**config.mk**
```make
export PLATFORM = sky130hd
export DESIGN_NAME = spi_adc_command_interface_flat
export DESIGN_NICKNAME = d
export VERILOG_FILES = /design/src/sv/sac_pkg.sv /design/src/sv/sac_ifs.sv /design/src/sv/spi_adc_command_interface.sv /design/src/flat_wrapper.sv
export SDC_FILE = /design/constraint.sdc
export NUM_CORES = 1
export LEC_CHECK = 0
export BUFFER_PORTS_ARGS = -buffer_cell sky130_fd_sc_hd__buf_2
export CAP_MARGIN = 25
export CORE_ASPECT_RATIO = 1.2
export CORE_MARGIN = 4
export CORE_UTILIZATION = 40
export DETAILED_ROUTE_END_ITERATION = 8
export PLACE_DENSITY = 0.62
export SLEW_MARGIN = 20
export SYNTH_ARGS = -nofsm -noshare
export SYNTH_HDL_FRONTEND = slang
export SYNTH_SLANG_ARGS = --single-unit
```
**constraint.sdc**
```tcl
create_clock -name clock -period 3.7 [get_ports clock]
set_input_delay 0.555 -clock clock [delete_from_list [all_inputs] [get_ports clock]]
set_output_delay 0.555 -clock clock [all_outputs]
set_load 0.005 [all_outputs]
```
**src/sv/sac_pkg.sv**
```systemverilog
`default_nettype none

package sac_pkg;

   // Identity byte returned by the read-ID command.
   localparam logic [7:0] CHIP_ID = 8'h08;

   // Command bytes.
   localparam logic [7:0] CMD_READ_ID     = 8'h60;
   localparam logic [7:0] CMD_READ_MODE   = 8'h48;
   localparam logic [7:0] CMD_WRITE_MODE  = 8'h08;
   localparam logic [7:0] CMD_READ_STATUS = 8'h40;
   localparam logic [7:0] CMD_READ_DATA   = 8'h58;
   localparam logic [7:0] CMD_READ_CONT   = 8'h5C;
   localparam logic [7:0] CMD_NOP         = 8'hFF;

   localparam logic [31:0] HISTORY_ALL_ONES = 32'hFFFF_FFFF;
   localparam logic [15:0] MODE_RESET       = 16'h000A;
   localparam int unsigned MODE_SHIFT       = 13;

   localparam logic [23:0] STARTUP_DELAY_RESET = 24'd120760;
   localparam logic [23:0] CONV_PERIOD_RESET   = 24'd59880;

   // Conversion modes held in bits 15:13 of the mode word.
   localparam logic [2:0] MODE_CONTINUOUS = 3'd0;
   localparam logic [2:0] MODE_SINGLE     = 3'd1;
   localparam logic [2:0] MODE_IDLE       = 3'd2;

   typedef enum logic [1:0] {
      ERR_NONE     = 2'd0,
      ERR_BAD_CMD  = 2'd1,
      ERR_BAD_MODE = 2'd2
   } error_type;

   typedef enum logic [0:0] {
      CSR_STARTUP_DELAY = 1'b0,
      CSR_CONV_PERIOD   = 1'b1
   } csr_index_type;

endpackage

`default_nettype wire

```
**src/sv/sac_ifs.sv**
```systemverilog
`default_nettype none

interface sac_req_if;
   logic        valid;
   logic        ready;
   logic        req_type;
   logic [7:0]  mosi_byte;
   logic [15:0] sample_value;

   modport source (output valid, output req_type, output mosi_byte,
                   output sample_value, input ready);
   modport sink   (input valid, input req_type, input mosi_byte,
                   input sample_value, output ready);
endinterface

interface sac_rsp_if;
   logic       valid;
   logic       ready;
   logic [7:0] miso_byte;
   logic       miso_valid;
   logic       ready_n;
   logic       conversion_done;
   logic       reset_seen;
   logic [1:0] error_code;

   modport source (output valid, output miso_byte, output miso_valid, output ready_n,
                   output conversion_done, output reset_seen, output error_code,
                   input ready);
   modport sink   (input valid, input miso_byte, input miso_valid, input ready_n,
                   input conversion_done, input reset_seen, input error_code,
                   output ready);
endinterface

interface sac_csr_if;
   logic                   valid;
   logic                   ready;
   sac_pkg::csr_index_type index;
   logic [23:0]            data;

   modport source (output valid, output index, output data, input ready);
   modport sink   (input valid, input index, input data, output ready);
endinterface

`default_nettype wire

```
**src/sv/spi_adc_command_interface.sv**
```systemverilog
// Slave-side command decoder of a serial converter interface.
// The req_ch channel carries one item per transfer: either a serial byte that the
// master exchanged (req_type 0, mosi_byte) or one time tick with the converter's
// next sample (req_type 1, sample_value). For every accepted transfer exactly one
// result leaves on rsp_ch: the byte to drive back, the ready line level, and flags
// for a latched conversion, a thirty-two-ones register reset and decode errors.
// The csr_ch channel writes the start-up delay and the conversion period; it is
// always ready and should only be used while the block is idle.
// The result of an item accepted at one edge is registered at that edge and valid
// after it. Throughput is one item per cycle while rsp_ch is not stalled, set by the
// single decode stage between the input handshake and the result register.
// When the receiver stalls, the result register holds its value, and a new item
// is still accepted in the cycle the held result is taken. While a result waits
// with rsp_ch.ready low, req_ch.ready is low.
// Reset is synchronous: it clears the command state, restores the mode word,
// status and configuration defaults and empties the result register.
`default_nettype none

module spi_adc_command_interface (
   input  wire logic  clock,
   input  wire logic  reset,
   sac_req_if.sink    req_ch,
   sac_rsp_if.source  rsp_ch,
   sac_csr_if.sink    csr_ch
);

   typedef enum logic [2:0] {
      PH_COMMAND     = 3'd0,
      PH_MODE_HI     = 3'd1,
      PH_MODE_LO     = 3'd2,
      PH_CONT_FIRST  = 3'd3,
      PH_CONT_SECOND = 3'd4
   } phase_type;

   // Configuration registers.
   logic [23:0] startup_delay_ff;
   logic [23:0] conv_period_ff;

   // Command and conversion state. Only bit 7 of the status word ever changes,
   // so it is held as the single ready flag (1 means not ready).
   logic        rdy_ff, rdy_in;
   logic [15:0] mode_word_ff, mode_word_in;
   logic [15:0] data_word_ff, data_word_in;
   logic [31:0] history_ff, history_in;
   phase_type   phase_ff, phase_in;
   logic [15:0] tx_queue_ff, tx_queue_in;
   logic [1:0]  tx_left_ff, tx_left_in;
   logic [7:0]  mode_high_ff, mode_high_in;
   logic [23:0] start_count_ff, start_count_in;
   logic        start_pending_ff, start_pending_in;
   logic [2:0]  pending_mode_ff, pending_mode_in;
   logic        continuous_ff, continuous_in;
   logic [23:0] period_count_ff, period_count_in;
   logic [7:0]  pair_first_ff, pair_first_in;
   logic [7:0]  pair_low_ff, pair_low_in;

   // Result register.
   logic               rsp_valid_ff, rsp_valid_in;
   logic [7:0]         miso_byte_ff, miso_byte_in;
   logic               miso_valid_ff, miso_valid_in;
   logic               done_ff, done_in;
   logic               reset_seen_ff, reset_seen_in;
   sac_pkg::error_type error_ff, error_in;

   logic req_accept;

   assign req_ch.ready = !rsp_valid_ff || rsp_ch.ready;
   assign req_accept   = req_ch.valid && req_ch.ready;
   assign csr_ch.ready = 1'b1;

   assign rsp_ch.valid           = rsp_valid_ff;
   assign rsp_ch.miso_byte       = miso_byte_ff;
   assign rsp_ch.miso_valid      = miso_valid_ff;
   assign rsp_ch.ready_n         = rdy_ff;
   assign rsp_ch.conversion_done = done_ff;
   assign rsp_ch.reset_seen      = reset_seen_ff;
   assign rsp_ch.error_code      = error_ff;

   always_comb begin
      logic        fired;
      logic [31:0] hist_first;
      logic [31:0] hist_both;
      logic [15:0] new_mode;

      rdy_in           = rdy_ff;
      mode_word_in     = mode_word_ff;
      data_word_in     = data_word_ff;
      history_in       = history_ff;
      phase_in         = phase_ff;
      tx_queue_in      = tx_queue_ff;
      tx_left_in       = tx_left_ff;
      mode_high_in     = mode_high_ff;
      start_count_in   = start_count_ff;
      start_pending_in = start_pending_ff;
      pending_mode_in  = pending_mode_ff;
      continuous_in    = continuous_ff;
      period_count_in  = period_count_ff;
      pair_first_in    = pair_first_ff;
      pair_low_in      = pair_low_ff;

      miso_byte_in  = 8'h00;
      miso_valid_in = 1'b0;
      done_in       = 1'b0;
      reset_seen_in = 1'b0;
      error_in      = sac_pkg::ERR_NONE;

      fired      = 1'b0;
      hist_first = {history_ff[23:0], pair_first_ff};
      hist_both  = {history_ff[15:0], pair_first_ff, req_ch.mosi_byte};
      new_mode   = {mode_high_ff, req_ch.mosi_byte};

      if (req_accept) begin
         if (req_ch.req_type) begin
            // Time tick: the delayed start has priority over periodic conversion.
            if (start_pending_ff) begin
               if (start_count_ff <= 24'd1) begin
                  fired            = 1'b1;
                  start_pending_in = 1'b0;
                  start_count_in   = 24'd0;
                  case (pending_mode_ff)
                     sac_pkg::MODE_CONTINUOUS: begin
                        data_word_in    = req_ch.sample_value;
                        rdy_in          = 1'b0;
                        done_in         = 1'b1;
                        continuous_in   = 1'b1;
                        period_count_in = conv_period_ff;
                     end
                     sac_pkg::MODE_SINGLE: begin
                        continuous_in   = 1'b0;
                        period_count_in = 24'd0;
                        data_word_in    = req_ch.sample_value;
                        rdy_in          = 1'b0;
                        done_in         = 1'b1;
                     end
                     sac_pkg::MODE_IDLE: begin
                        rdy_in          = 1'b1;
                        mode_word_in    = sac_pkg::MODE_RESET;
                        data_word_in    = 16'h0000;
                        continuous_in   = 1'b0;
                        period_count_in = 24'd0;
                        history_in      = 32'h0;
                     end
                     default: begin
                        error_in = sac_pkg::ERR_BAD_MODE;
                     end
                  endcase
               end else begin
                  start_count_in = start_count_ff - 24'd1;
               end
            end
            if (!fired && continuous_ff) begin
               if (period_count_ff <= 24'd1) begin
                  data_word_in    = req_ch.sample_value;
                  rdy_in          = 1'b0;
                  done_in         = 1'b1;
                  period_count_in = conv_period_ff;
               end else begin
                  period_count_in = period_count_ff - 24'd1;
               end
            end
         end else if (tx_left_ff != 2'd0) begin
            // Response byte in flight: the received byte is a dummy.
            miso_byte_in  = tx_queue_ff[15:8];
            miso_valid_in = 1'b1;
            tx_queue_in   = {tx_queue_ff[7:0], 8'h00};
            tx_left_in    = tx_left_ff - 2'd1;
         end else begin
            case (phase_ff)
               PH_MODE_HI: begin
                  mode_high_in = req_ch.mosi_byte;
                  phase_in     = PH_MODE_LO;
               end
               PH_MODE_LO: begin
                  mode_word_in     = new_mode;
                  pending_mode_in  = new_mode[sac_pkg::MODE_SHIFT +: 3];
                  start_pending_in = 1'b1;
                  start_count_in   = startup_delay_ff;
                  phase_in         = PH_COMMAND;
               end
               PH_CONT_FIRST: begin
                  miso_byte_in  = data_word_ff[15:8];
                  miso_valid_in = 1'b1;
                  pair_low_in   = data_word_ff[7:0];
                  pair_first_in = req_ch.mosi_byte;
                  phase_in      = PH_CONT_SECOND;
               end
               PH_CONT_SECOND: begin
                  miso_byte_in  = pair_low_ff;
                  miso_valid_in = 1'b1;
                  rdy_in        = 1'b1;
                  phase_in      = PH_CONT_FIRST;
                  if (pair_first_ff == sac_pkg::CMD_READ_DATA ||
                      req_ch.mosi_byte == sac_pkg::CMD_READ_DATA) begin
                     phase_in = PH_COMMAND;
                  end else if (hist_first == sac_pkg::HISTORY_ALL_ONES ||
                               hist_both == sac_pkg::HISTORY_ALL_ONES) begin
                     // Either byte completing the ones pattern resets the registers.
                     mode_word_in    = sac_pkg::MODE_RESET;
                     data_word_in    = 16'h0000;
                     continuous_in   = 1'b0;
                     period_count_in = 24'd0;
                     history_in      = 32'h0;
                     reset_seen_in   = 1'b1;
                     phase_in        = PH_COMMAND;
                  end else begin
                     history_in = hist_both;
                  end
               end
               default: begin
                  // Command byte. A history of all ones can only end in the no-op
                  // byte, so the reset never meets another command.
                  history_in = {history_ff[23:0], req_ch.mosi_byte};
                  if ({history_ff[23:0], req_ch.mosi_byte} == sac_pkg::HISTORY_ALL_ONES)
                  begin
                     rdy_in          = 1'b1;
                     mode_word_in    = sac_pkg::MODE_RESET;
                     data_word_in    = 16'h0000;
                     continuous_in   = 1'b0;
                     period_count_in = 24'd0;
                     history_in      = 32'h0;
                     reset_seen_in   = 1'b1;
                     phase_in        = PH_COMMAND;
                  end
                  case (req_ch.mosi_byte)
                     sac_pkg::CMD_READ_ID: begin
                        tx_queue_in = {sac_pkg::CHIP_ID, 8'h00};
                        tx_left_in  = 2'd1;
                     end
                     sac_pkg::CMD_READ_MODE: begin
                        tx_queue_in = mode_word_ff;
                        tx_left_in  = 2'd2;
                     end
                     sac_pkg::CMD_WRITE_MODE: begin
                        phase_in = PH_MODE_HI;
                     end
                     sac_pkg::CMD_READ_STATUS: begin
                        tx_queue_in = {rdy_ff, 15'h0000};
                        tx_left_in  = 2'd1;
                     end
                     sac_pkg::CMD_READ_DATA: begin
                        if (!rdy_ff) begin
                           tx_queue_in = data_word_ff;
                           tx_left_in  = 2'd2;
                           rdy_in      = 1'b1;
                        end
                     end
                     sac_pkg::CMD_READ_CONT: begin
                        rdy_in   = 1'b1;
                        phase_in = PH_CONT_FIRST;
                     end
                     sac_pkg::CMD_NOP: begin
                        error_in = sac_pkg::ERR_NONE;
                     end
                     default: begin
                        error_in = sac_pkg::ERR_BAD_CMD;
                     end
                  endcase
               end
            endcase
         end
      end

      if (req_accept) begin
         rsp_valid_in = 1'b1;
      end else if (rsp_ch.ready) begin
         rsp_valid_in = 1'b0;
      end else begin
         rsp_valid_in = rsp_valid_ff;
      end
   end

   always_ff @(posedge clock) begin
      if (reset) begin
         startup_delay_ff <= sac_pkg::STARTUP_DELAY_RESET;
         conv_period_ff   <= sac_pkg::CONV_PERIOD_RESET;
         rdy_ff           <= 1'b1;
         mode_word_ff     <= sac_pkg::MODE_RESET;
         data_word_ff     <= 16'h0000;
         history_ff       <= 32'h0;
         phase_ff         <= PH_COMMAND;
         tx_queue_ff      <= 16'h0000;
         tx_left_ff       <= 2'd0;
         mode_high_ff     <= 8'h00;
         start_count_ff   <= 24'd0;
         start_pending_ff <= 1'b0;
         pending_mode_ff  <= 3'd0;
         continuous_ff    <= 1'b0;
         period_count_ff  <= 24'd0;
         pair_first_ff    <= 8'h00;
         pair_low_ff      <= 8'h00;
         rsp_valid_ff     <= 1'b0;
         miso_byte_ff     <= 8'h00;
         miso_valid_ff    <= 1'b0;
         done_ff          <= 1'b0;
         reset_seen_ff    <= 1'b0;
         error_ff         <= sac_pkg::ERR_NONE;
      end else begin
         if (csr_ch.valid) begin
            case (csr_ch.index)
               sac_pkg::CSR_STARTUP_DELAY: startup_delay_ff <= csr_ch.data;
               sac_pkg::CSR_CONV_PERIOD:   conv_period_ff   <= csr_ch.data;
               default: begin
                  startup_delay_ff <= startup_delay_ff;
               end
            endcase
         end
         rdy_ff           <= rdy_in;
         mode_word_ff     <= mode_word_in;
         data_word_ff     <= data_word_in;
         history_ff       <= history_in;
         phase_ff         <= phase_in;
         tx_queue_ff      <= tx_queue_in;
         tx_left_ff       <= tx_left_in;
         mode_high_ff     <= mode_high_in;
         start_count_ff   <= start_count_in;
         start_pending_ff <= start_pending_in;
         pending_mode_ff  <= pending_mode_in;
         continuous_ff    <= continuous_in;
         period_count_ff  <= period_count_in;
         pair_first_ff    <= pair_first_in;
         pair_low_ff      <= pair_low_in;
         rsp_valid_ff     <= rsp_valid_in;
         // Result payload loads with each accepted item and holds while stalled.
         if (req_accept) begin
            miso_byte_ff  <= miso_byte_in;
            miso_valid_ff <= miso_valid_in;
            done_ff       <= done_in;
            reset_seen_ff <= reset_seen_in;
            error_ff      <= error_in;
         end
      end
   end

endmodule

`default_nettype wire

```
**src/flat_wrapper.sv**
```systemverilog
// flat-port wrapper written by rule: the top's interface ports become plain ports
module spi_adc_command_interface_flat 
  (clock, reset, req_ch_valid, req_ch_req_type, req_ch_mosi_byte, req_ch_sample_value, req_ch_ready, rsp_ch_valid, rsp_ch_miso_byte, rsp_ch_miso_valid, rsp_ch_ready_n, rsp_ch_conversion_done, rsp_ch_reset_seen, rsp_ch_error_code, rsp_ch_ready, csr_ch_valid, csr_ch_index, csr_ch_data, csr_ch_ready);
  sac_req_if req_ch_i ();
  sac_rsp_if rsp_ch_i ();
  sac_csr_if csr_ch_i ();
  input  wire logic clock;
  input  wire logic reset;
  input wire logic [$bits(req_ch_i.valid)-1:0] req_ch_valid;
  input wire logic [$bits(req_ch_i.req_type)-1:0] req_ch_req_type;
  input wire logic [$bits(req_ch_i.mosi_byte)-1:0] req_ch_mosi_byte;
  input wire logic [$bits(req_ch_i.sample_value)-1:0] req_ch_sample_value;
  output wire logic [$bits(req_ch_i.ready)-1:0] req_ch_ready;
  output wire logic [$bits(rsp_ch_i.valid)-1:0] rsp_ch_valid;
  output wire logic [$bits(rsp_ch_i.miso_byte)-1:0] rsp_ch_miso_byte;
  output wire logic [$bits(rsp_ch_i.miso_valid)-1:0] rsp_ch_miso_valid;
  output wire logic [$bits(rsp_ch_i.ready_n)-1:0] rsp_ch_ready_n;
  output wire logic [$bits(rsp_ch_i.conversion_done)-1:0] rsp_ch_conversion_done;
  output wire logic [$bits(rsp_ch_i.reset_seen)-1:0] rsp_ch_reset_seen;
  output wire logic [$bits(rsp_ch_i.error_code)-1:0] rsp_ch_error_code;
  input wire logic [$bits(rsp_ch_i.ready)-1:0] rsp_ch_ready;
  input wire logic [$bits(csr_ch_i.valid)-1:0] csr_ch_valid;
  input wire logic [$bits(csr_ch_i.index)-1:0] csr_ch_index;
  input wire logic [$bits(csr_ch_i.data)-1:0] csr_ch_data;
  output wire logic [$bits(csr_ch_i.ready)-1:0] csr_ch_ready;
  assign req_ch_i.valid = req_ch_valid;
  assign req_ch_i.req_type = req_ch_req_type;
  assign req_ch_i.mosi_byte = req_ch_mosi_byte;
  assign req_ch_i.sample_value = req_ch_sample_value;
  assign req_ch_ready = req_ch_i.ready;
  assign rsp_ch_valid = rsp_ch_i.valid;
  assign rsp_ch_miso_byte = rsp_ch_i.miso_byte;
  assign rsp_ch_miso_valid = rsp_ch_i.miso_valid;
  assign rsp_ch_ready_n = rsp_ch_i.ready_n;
  assign rsp_ch_conversion_done = rsp_ch_i.conversion_done;
  assign rsp_ch_reset_seen = rsp_ch_i.reset_seen;
  assign rsp_ch_error_code = rsp_ch_i.error_code;
  assign rsp_ch_i.ready = rsp_ch_ready;
  assign csr_ch_i.valid = csr_ch_valid;
  assign csr_ch_i.index = csr_ch_index;
  assign csr_ch_i.data = csr_ch_data;
  assign csr_ch_ready = csr_ch_i.ready;
  spi_adc_command_interface u_core (.clock(clock), .reset(reset), .req_ch(req_ch_i), .rsp_ch(rsp_ch_i), .csr_ch(csr_ch_i));
endmodule
```
==> impl_metrics.tcl, run 1 <==
set metrics [dict create \
    synthFlopType "dfxtp_1" \
    final_common_cell "dfxtp_1" \
    vias 9063 \
    finalHoldViolCount 0 \
    cts_sinks 217 \
    track_usage_pct 19.36 \
    fin_nets 1324 \
    cts_tree "built" \
    viasPerCell 5.640 \
    synthToLayoutAreaGrowth_pct 13.02 \
    worstMarginPinSlew_ns 0.8590 \
    intPower_mw 3.999 \
    p_total_mw 5.278 \
    arrival_ns 3.36 \
    cts-htree-levels 1 \
    crit_type "reg2reg" \
    synthesis.area_mm2 0.01011 \
    port_buffers 70 \
    wl_per_cell_um 17.61 \
    power.net_switching_mw 1.278 \
    drt_iter0_markers 547 \
    ys_types 81 \
    ys_seq_elements 217 \
    final_antenna_net_count 0 \
    comb_power_share_pct 7.7 \
    setup_tns_ns 0 \
    rsz0062_at_grt "no" \
    core_area_mm2 0.02483 \
    p_leak_nw 4.430 \
    clk_pin_slew_ns 0.07 \
    pwr-share-seq_pct 45.9 \
    wl_um 28300 \
    antenna_found_initial 0 \
    crit_path_end_kind "register" \
    start_util_pct 40.71 \
    synth_warnings 0 \
    drv_cap 0 \
    wl_met2_um 13290 \
    dp_hpwl_um 19830 \
    globalRoute.totalOverflow 0 \
    synth_enable_flop_cells 0 \
    vdd_drop_max_v 0.0002776 \
    drive_gt1_share_pct 13.18 \
    cts_resized 0 \
    ctsHoldBuffers 0 \
    async_reset_ff_share_pct 0 \
    m1WireLength_um 13060 \
    powerDensity_mw_per_mm2 462.0 \
    fin_area_mm2 0.01142 \
    die_h_um 182.1 \
    place_congestion 0.8545 \
    highest_layer "met4" \
    clock_path_buffers 3 \
    syn_nets 1299 \
    synth_top_area_cell "dfxtp_1" \
    fin_hold_ws_ns 0.2347 \
    synth_area_per_cell_um2 8.151 \
    dr.pass1.iters 5 \
    grt_max_degree 53 \
    antenna_cells 0 \
    num_rows 63 \
    fmax_ghz 0.3393 \
    cpPeakStageDelay_ns 0.66 \
    cp-start-kind "register" \
    dr_wl_met3_um 1270 \
    fp.dieW_um 153.1 \
    critPathMaxFanout 16 \
    path_cells "nor2_1 -> and2_1 -> o211ai_1 -> a211oi_1 -> or2_2 -> a31oi_4 -> a22o_1" \
    clock-root-buffer "clkbuf_16" \
    slowest_stage "a211oi_1" \
    relSlewSlack_pct 42.73 \
    clkPwrFrac_pct 46.4 \
    die_area_mm2 0.02789 \
    status "complete, no violations" \
    grt_pass1_vias 8395 \
    slew_viol_final 0 \
    postSynthCellCount 1240 \
    min_period_over_period_pct 79.65 \
    postCtsSetupBuffers 0 \
    clk_latency_ns 0.53 \
    io_pins 72 \
    swShare_pct 24.22 \
    ys_seq_area_share_pct 42.98 \
    grt_pass1_wl_um 45280 \
    synth_top_area_share_pct 42.98 \
    cts_made_buffers 24 \
    finClkSkew_ns 0.01733 \
    synth_area_leaders "dfxtp_1 (43%), nand2_1 (6.5%), nor2_1 (6.0%)" \
    critPathRequiredTime_ns 4.12 \
    layout_common_cells "dfxtp_1 (217), nand2_1 (175), nor2_1 (162)" \
    drc 0 \
    postPlaceCellArea_mm2 0.01060 \
    period_needed_ns 2.947 \
    setup_viol 0 \
    hp-class "in2reg" \
]
[cell families after synthesis]
| logic type | synth area share, % |
|---|---|
| simple gates | 24.16 |
| compound gates | 24.19 |
| flops | 42.98 |
| buf+inv | 4.976 |
| mux | 2.290 |
| xor+xnor | 0.8665 |
| fa+ha+maj | 0.4952 |
| other cells | 0.03710 |
[cells in the mapped netlist (3+ instances only)]
| cell | n |
|---|---|
| o21ai_0 | 61 |
| o22ai_1 | 3 |
| buf_2 | 12 |
| o21ai_1 | 13 |
| xnor2_1 | 4 |
| o2bb2ai_1 | 4 |
| nor2b_1 | 9 |
| or3b_2 | 3 |
| nand4_1 | 12 |
| a22oi_1 | 54 |
| a21o_1 | 3 |
| or2_2 | 5 |
| a211oi_1 | 4 |
| nor2_1 | 162 |
| nand2b_1 | 9 |
| dfxtp_1 | 217 |
| nor3_1 | 36 |
| xor2_1 | 6 |
| clkbuf_1 | 58 |
| a21oi_1 | 102 |
| inv_1 | 26 |
| a221oi_1 | 15 |
| nor4_1 | 11 |
| a22o_1 | 56 |
| nor3_2 | 3 |
| and3_1 | 8 |
| o211ai_1 | 7 |
| nor4_4 | 4 |
| buf_4 | 5 |
| mux2i_1 | 22 |
| nand2_1 | 175 |
| o21a_1 | 3 |
| clkbuf_2 | 3 |
| and2_1 | 6 |
| buf_6 | 5 |
| ha_1 | 4 |
| or4_1 | 5 |
| a21oi_2 | 4 |
| a31oi_1 | 8 |
| or3_1 | 8 |
| o32ai_1 | 4 |
| nand3_1 | 30 |
| buf_1 | 4 |
[registers in the layout, indices dropped and copies added, names as in the netlist]
register                       flops
u_core.history_ff                 24
u_core.conv_period_ff             24
u_core.rsp_ch.reset_seen           1
u_core.rsp_ch.valid                1
u_core.rsp_ch.miso_byte            8
u_core.rsp_ch.ready_n              1
u_core.phase_ff                    3
u_core.start_count_ff             24
u_core.pair_first_ff               8
u_core.pair_low_ff                 8
u_core.rsp_ch.conversion_done      1
u_core.data_word_ff               16
u_core.tx_left_ff                  2
u_core.tx_queue_ff                16
u_core.continuous_ff               1
u_core.start_pending_ff            1
u_core.mode_word_ff               16
u_core.rsp_ch.error_code           2
u_core.period_count_ff            24
u_core.rsp_ch.miso_valid           1
u_core.pending_mode_ff             3
u_core.startup_delay_ff           24
u_core.mode_high_ff                8
[worst max-delay path, delay by kind of cell (launching register included)]
family	cells	cell delay, ns
AOI/OAI and AO/OA	4	1.41
and+or+nand+nor	3	1.07
DFF	1	0.36
[per-stage QoR]
stage	std cells	utilization [%]	setup slack, ns
after floorplan	1240	-	1.258
after global routing	1607	46.01	0.5146
final	1607	46.01	0.7530
after CTS	1607	45.96	0.7374
after detailed placement	1564	42.67	0.6890
after global placement	1564	42.67	0.7612
[path summary, 6_finish.rpt]
path / depth (start not counted) / endpoint / slack (ns) / startpoint
worst max-delay path: 7 / u_core.data_word_ff[13]$_SDFFE_PP0P_ / 0.75 / u_core.phase_ff[0]$_SDFFE_PP0P_
worst min-delay path: 2 / u_core.data_word_ff[15]$_SDFFE_PP0P_ / 0.23 / req_ch_sample_value[15]
worst max register to register: 7 / u_core.data_word_ff[13]$_SDFFE_PP0P_ / 0.75 / u_core.phase_ff[0]$_SDFFE_PP0P_
worst min register to register: 2 / u_core.rsp_ch.error_code[1]$_SDFFE_PP0P_ / 0.45 / u_core.rsp_ch.error_code[1]$_SDFFE_PP0P_
[power groups by stage]
stage          clock network [mW]  logic, mW  registers (mW)
2_1_floorplan                   0      0.283            2.46
3_3_place_gp                    0      0.400            2.47
3_5_place_dp                    0      0.403            2.47
4_1_cts                      2.50      0.406            2.42
5_1_grt                      2.59      0.450            2.43
6_report                     2.45      0.406            2.42
[routing by layer]
| metal | vias to the layer above | track usage (%) |
|---|---|---|
| li1 | 4480 | - |
| met3 | 42 | 2.633 |
| met4 | 0 | 5.241 |
| met1 | 4333 | 26.86 |
| met5 | - | 0 |
| met2 | 208 | 31.78 |
[area by class of cell]
| cell class | instances | area (um^2) |
|---|---|---|
| Clock buffer | 30 | 653.1 |
| Clock inverter | 13 | 162.7 |
| Fill cell | 2474 | 13410 |
| Inverter | 27 | 101.3 |
| Multi-Input combinational cell | 909 | 5283 |
| Sequential cell | 217 | 4344 |
| Tap cell | 325 | 406.6 |
| Timing Repair Buffer | 86 | 473.0 |
No activity file was read; power rests on OpenSTA's default activity.
==> inputs of run 2 (changes only) <==
--- a/config.mk
+++ b/config.mk
@@ -11,7 +11,7 @@
 export CORE_MARGIN = 4
 export CORE_UTILIZATION = 40
 export DETAILED_ROUTE_END_ITERATION = 8
-export PLACE_DENSITY = 0.62
+export PLACE_DENSITY = 0.64
 export SLEW_MARGIN = 20
 export SYNTH_ARGS = -nofsm -noshare
 export SYNTH_HDL_FRONTEND = slang
==> constraint.sdc (replaced) <==
create_clock -name clock -period 2.7 [get_ports clock]
set_input_delay 0.405 -clock clock [delete_from_list [all_inputs] [get_ports clock]]
set_output_delay 0.405 -clock clock [all_outputs]
set_load 0.005 [all_outputs]
==> run 2 against run 1 <==
Net effect: routed wire length grew 0.92%; first-iteration DRC count up 40%; flip-flop and latch count is the same; critical path type unchanged; critical endpoint is now u_core.period_count_ff[1]$_SDFFE_PP0P_; highest routed layer unchanged.
==> impl_metrics.tcl, run 2 (same netlist as run 1, synthesis figures left out) <==
set metrics [dict create \
    status "complete, no violations" \
    swShare_pct 24.94 \
    cts_made_buffers 23 \
    hp-class "in2reg" \
    place_congestion 0.8891 \
    min_period_over_period_pct 93.24 \
    core_area_mm2 0.02483 \
    cts-htree-levels 1 \
    drc 0 \
    hold_start "req_ch_sample_value[10]" \
    slowest_stage "and2_0" \
    p_leak_nw 4.483 \
    drt_iter0_markers 768 \
    finish.utilization_pct 46.32 \
    port_buffers 70 \
    clkPwrFrac_pct 42.6 \
    intPower_mw 5.101 \
    dp_hpwl_um 20220 \
    arrival_ns 2.97 \
    viasPerCell 5.622 \
    slew_viol_final 0 \
    critPathRequiredTime_ns 3.15 \
    layout_common_cells "dfxtp_1 (217), nand2_1 (175), nor2_1 (162)" \
    finalHoldViolCount 0 \
    die_area_mm2 0.02789 \
    startpoint "u_core.start_count_ff[12]$_SDFFE_PP0P_" \
    comb_power_share_pct 8.5 \
    antenna_cells 0 \
    crit_type "reg2reg" \
    start_util_pct 40.71 \
    cp-start-kind "register" \
    cts_tree "built" \
    fin_nets 1347 \
    path_cells "nor4_1 -> and2_0 -> nand3_1 -> nor4b_2 -> a21boi_0 -> nor3_1 -> buf_4 -> a22o_1" \
    ctsHoldBuffers 0 \
    cts_sinks 217 \
    synthToLayoutAreaGrowth_pct 13.79 \
    period_needed_ns 2.517 \
    finClkSkew_ns 0.01934 \
    fmax_ghz 0.3972 \
    clk_latency_ns 0.52 \
    die_h_um 182.1 \
    power.net_switching_mw 1.695 \
    clock_path_buffers 3 \
    setup_viol 0 \
    cpPeakStageDelay_ns 0.44 \
    grt_pass1_wl_um 46250 \
    drv_cap 0 \
    reg2reg_from "u_core.start_count_ff[12]$_SDFFE_PP0P_" \
    powerDensity_mw_per_mm2 590.9 \
    drive_gt1_share_pct 14.38 \
    io_pins 72 \
    antenna_found_initial 0 \
    setup_tns_ns 0 \
    vias 9136 \
    grt_pass1_vias 8782 \
    fp.dieW_um 153.1 \
    critPathMaxFanout 7 \
    final_antenna_net_count 0 \
    postCtsSetupBuffers 0 \
    grt_max_degree 76 \
    num_rows 63 \
    pwr-share-seq_pct 48.9 \
    relSlewSlack_pct 42.04 \
    globalRoute.totalOverflow 0 \
    clk_pin_slew_ns 0.06 \
    final_common_cell "dfxtp_1" \
    cts_resized 0 \
    wl_per_cell_um 17.58 \
    clock-root-buffer "clkbuf_16" \
    vdd_drop_max_v 0.0003203 \
    dr.pass1.iters 5 \
    track_usage_pct 19.64 \
    n_fill_cell 2477 \
    rsz0062_at_grt "no" \
    worstMarginPinSlew_ns 0.8673 \
    crit_path_end_kind "register" \
    wl_um 28560 \
]
run 2: cell types whose count changed in the layout (fill, tap and decap cells not counted), moves of 2 or more:
cell	before	now
buf_12	0	4
clkinv_4	0	2
bufinv_16	3	0
clkinv_2	6	4
buf_4	17	37
run 2: layout make-up:
class / count / area [um^2] / area share, %
sequential: 217 / 4344 / 37.77
timing repair buffer: 110 / 703.2 / 6.114
tap: 325 / 406.6 / 3.536
inverter: 27 / 101.3 / 0.8812
multi-input combinational: 909 / 5270 / 45.82
clock inverter: 9 / 61.31 / 0.5331
clock buffer: 28 / 614.3 / 5.342
run 2: power groups by stage:
stage                     clock network, mW  logic (mW)  registers (mW)
final                                  2.89       0.580            3.32
after global routing                   3.11       0.645            3.33
after detailed placement                  0       0.572            3.39
after floorplan                           0       0.388            3.37
after global placement                    0       0.571            3.39
after CTS                              2.97       0.576            3.32
run 2: metrics by stage:
stage / hold WS [ns] / setup WS [ns] / std cells / cell area, um^2 / power (mW)
after detailed placement: 0.4468 / 0.1178 / 1587 / 10810 / 3.964
after floorplan: 0.4318 / 0.4082 / 1240 / 10110 / 3.762
final: 0.09453 / 0.1825 / 1625 / 11500 / 6.796
after global placement: 0.4392 / 0.1692 / 1587 / 10810 / 3.962
after CTS: 0.07763 / 0.1299 / 1624 / 11480 / 6.863
after global routing: 0.08323 / 0.01565 / 1625 / 11500 / 7.081
run 2: final timing paths:
| path | cells past startpoint | slack [ns] | to |
|---|---|---|---|
| worst min-delay path | 2 | 0.09 | u_core.data_word_ff[10]$_SDFFE_PP0P_ |
| worst max-delay path | 8 | 0.18 | u_core.period_count_ff[1]$_SDFFE_PP0P_ |
| worst min register to register | 2 | 0.45 | u_core.rsp_ch.reset_seen$_SDFFE_PP0P_ |
| worst max register to register | 8 | 0.18 | u_core.period_count_ff[1]$_SDFFE_PP0P_ |
run 2: worst max-delay path: cells and delay by family (launching register included):
family,cells,cell delay (ns)
compound gates,2,0.29
buf+inv,1,0.19
flops,1,0.36
simple gates,5,1.62
run 2: metal layers:
metal  GRT usage [%]  part of all wire [%]  up-vias
li1                -                     -     4534
met1           26.56                    45     4343
met2           33.26                    48      216
met3           2.965                   5.2       43
met4           4.421                   1.7        0
met5               0                     0        -
==> inputs of run 3 (changes only) <==
--- a/config.mk
+++ b/config.mk
@@ -5,7 +5,7 @@
 export SDC_FILE = /design/constraint.sdc
 export NUM_CORES = 1
 export LEC_CHECK = 0
-export BUFFER_PORTS_ARGS = -buffer_cell sky130_fd_sc_hd__buf_2
+export BUFFER_PORTS_ARGS = -buffer_cell sky130_fd_sc_hd__buf_4
 export CAP_MARGIN = 25
 export CORE_ASPECT_RATIO = 1.2
 export CORE_MARGIN = 4
==> run 3 against run 2 <==
Net effect: clock skew is 0.0017 ns higher; maximum frequency is 0.84% lower; cell area is 2.4% higher; power is 3.8% higher; core utilization is 1.1 points higher; combinational power is 6.7% higher; largest cell class unchanged; highest routed layer unchanged.
==> impl_metrics.tcl, run 3 (same netlist as run 1, synthesis figures left out) <==
set metrics [dict create \
    fp.dieW_um 153.1 \
    finish.utilization_pct 47.44 \
    die_h_um 182.1 \
    crit_type "reg2reg" \
    clk_latency_ns 0.53 \
    cts_made_buffers 23 \
    ctsHoldBuffers 0 \
    port_buffers 70 \
    synthToLayoutAreaGrowth_pct 16.54 \
    dp_hpwl_um 20350 \
    final_common_cell "dfxtp_1" \
    p_leak_nw 4.583 \
    clk_pin_slew_ns 0.06 \
    preCtsSetupSlack_ns 0.1552 \
    drv_cap 0 \
    relSlewSlack_pct 41.77 \
    fin_ws_ns 0.1611 \
    cts_sinks 217 \
    vias 9223 \
    fmax_ghz 0.3939 \
    antenna_found_initial 0 \
    fin_nets 1351 \
    grt_pass1_wl_um 47220 \
    vdd_drop_max_v 0.0002956 \
    wl_um 29260 \
    drive_gt1_share_pct 14.78 \
    place_congestion 0.8862 \
    antenna_cells 0 \
    cts-htree-levels 1 \
    critPathRequiredTime_ns 3.11 \
    finClkSkew_ns 0.02101 \
    drc 0 \
    slew_viol_final 0 \
    start_util_pct 40.71 \
    globalRoute.totalOverflow 0 \
    period_needed_ns 2.539 \
    cts_tree "built" \
    clock_path_buffers 3 \
    setup_tns_ns 0 \
    crit_path_end_kind "register" \
    setup_viol 0 \
    finalHoldViolCount 0 \
    drt_iter0_markers 780 \
    clock-root-buffer "clkbuf_16" \
    arrival_ns 2.95 \
    fin_area_mm2 0.01178 \
    layout_common_cells "dfxtp_1 (217), nand2_1 (175), nor2_1 (162)" \
    viasPerCell 5.655 \
    postPlaceCellArea_mm2 0.01102 \
    worstMarginPinSlew_ns 0.8735 \
    num_rows 63 \
    track_usage_pct 20.19 \
    hp-class "in2reg" \
    cp-start-kind "register" \
    grt_pass1_vias 8662 \
    dr.pass1.iters 6 \
    grt_max_degree 91 \
    die_area_mm2 0.02789 \
    rsz0062_at_grt "no" \
    final_antenna_net_count 0 \
    critPathMaxFanout 16 \
    core_area_mm2 0.02483 \
    wl_per_cell_um 17.94 \
    min_period_over_period_pct 94.03 \
    powerDensity_mw_per_mm2 598.9 \
    status "complete, no violations" \
    io_pins 72 \
]
## run 3: final cells by class
class / instances / area, um^2
well taps: 325 / 406.6
multi-input cells: 909 / 5270
fillers: 2449 / 13050
clock buffers: 30 / 641.9
clock inverters: 9 / 96.34
flip-flops and latches: 217 / 4344
inverters: 27 / 101.3
repair buffers: 114 / 918.4
## run 3: report_power, final
group          switching [mW]  internal [mW]  total, mW
sequential             0.0523           3.27       3.32
combinational           0.371          0.248      0.619
clock                    1.33           1.78       3.11
## run 3: worst paths after layout
check	from	endpoint	slack [ns]	cells past startpoint
min reg2reg	u_core.startup_delay_ff[11]$_SDFFE_PP0P_	u_core.startup_delay_ff[11]$_SDFFE_PP0P_	0.46	2
max reg2reg	u_core.start_count_ff[12]$_SDFFE_PP0P_	u_core.data_word_ff[13]$_SDFFE_PP0P_	0.16	7
min	req_ch_sample_value[9]	u_core.data_word_ff[9]$_SDFFE_PP0P_	0.09	2
max	u_core.start_count_ff[12]$_SDFFE_PP0P_	u_core.data_word_ff[13]$_SDFFE_PP0P_	0.16	7
## run 3: per-stage QoR
step | hold slack [ns] | instances | power [mW]
3_5_place_dp | 0.4484 | 1591 | 4.002
2_1_floorplan | 0.4318 | 1240 | 3.762
5_1_grt | 0.07727 | 1631 | 7.315
6_report | 0.09138 | 1631 | 7.054
4_1_cts | 0.07357 | 1630 | 7.117
3_3_place_gp | 0.4428 | 1591 | 3.999
## run 3: per-layer routing
metal | vias up | track usage (%) | wire length, um
met3 | 42 | 2.704 | 1305
met1 | 4427 | 28.07 | 13390
met5 | - | 0 | 0
met4 | 0 | 5.490 | 628
met2 | 219 | 33.09 | 13930
li1 | 4535 | - | -
## run 3: worst max-delay path: stages (launching register included)
cell	delay (ns)
dfxtp_1	0.36
nor4_1	0.44
and2_1	0.34
and3_1	0.41
a31oi_1	0.19
o21ai_2	0.13
a31oi_4	0.24
a22o_1	0.31
## run 3: repair_timing
item,in CTS,in global routing
hold endpoints to repair,0,0
resized for setup,0,1
endpoints found under the setup margin,0,21
buffers inserted,0,1
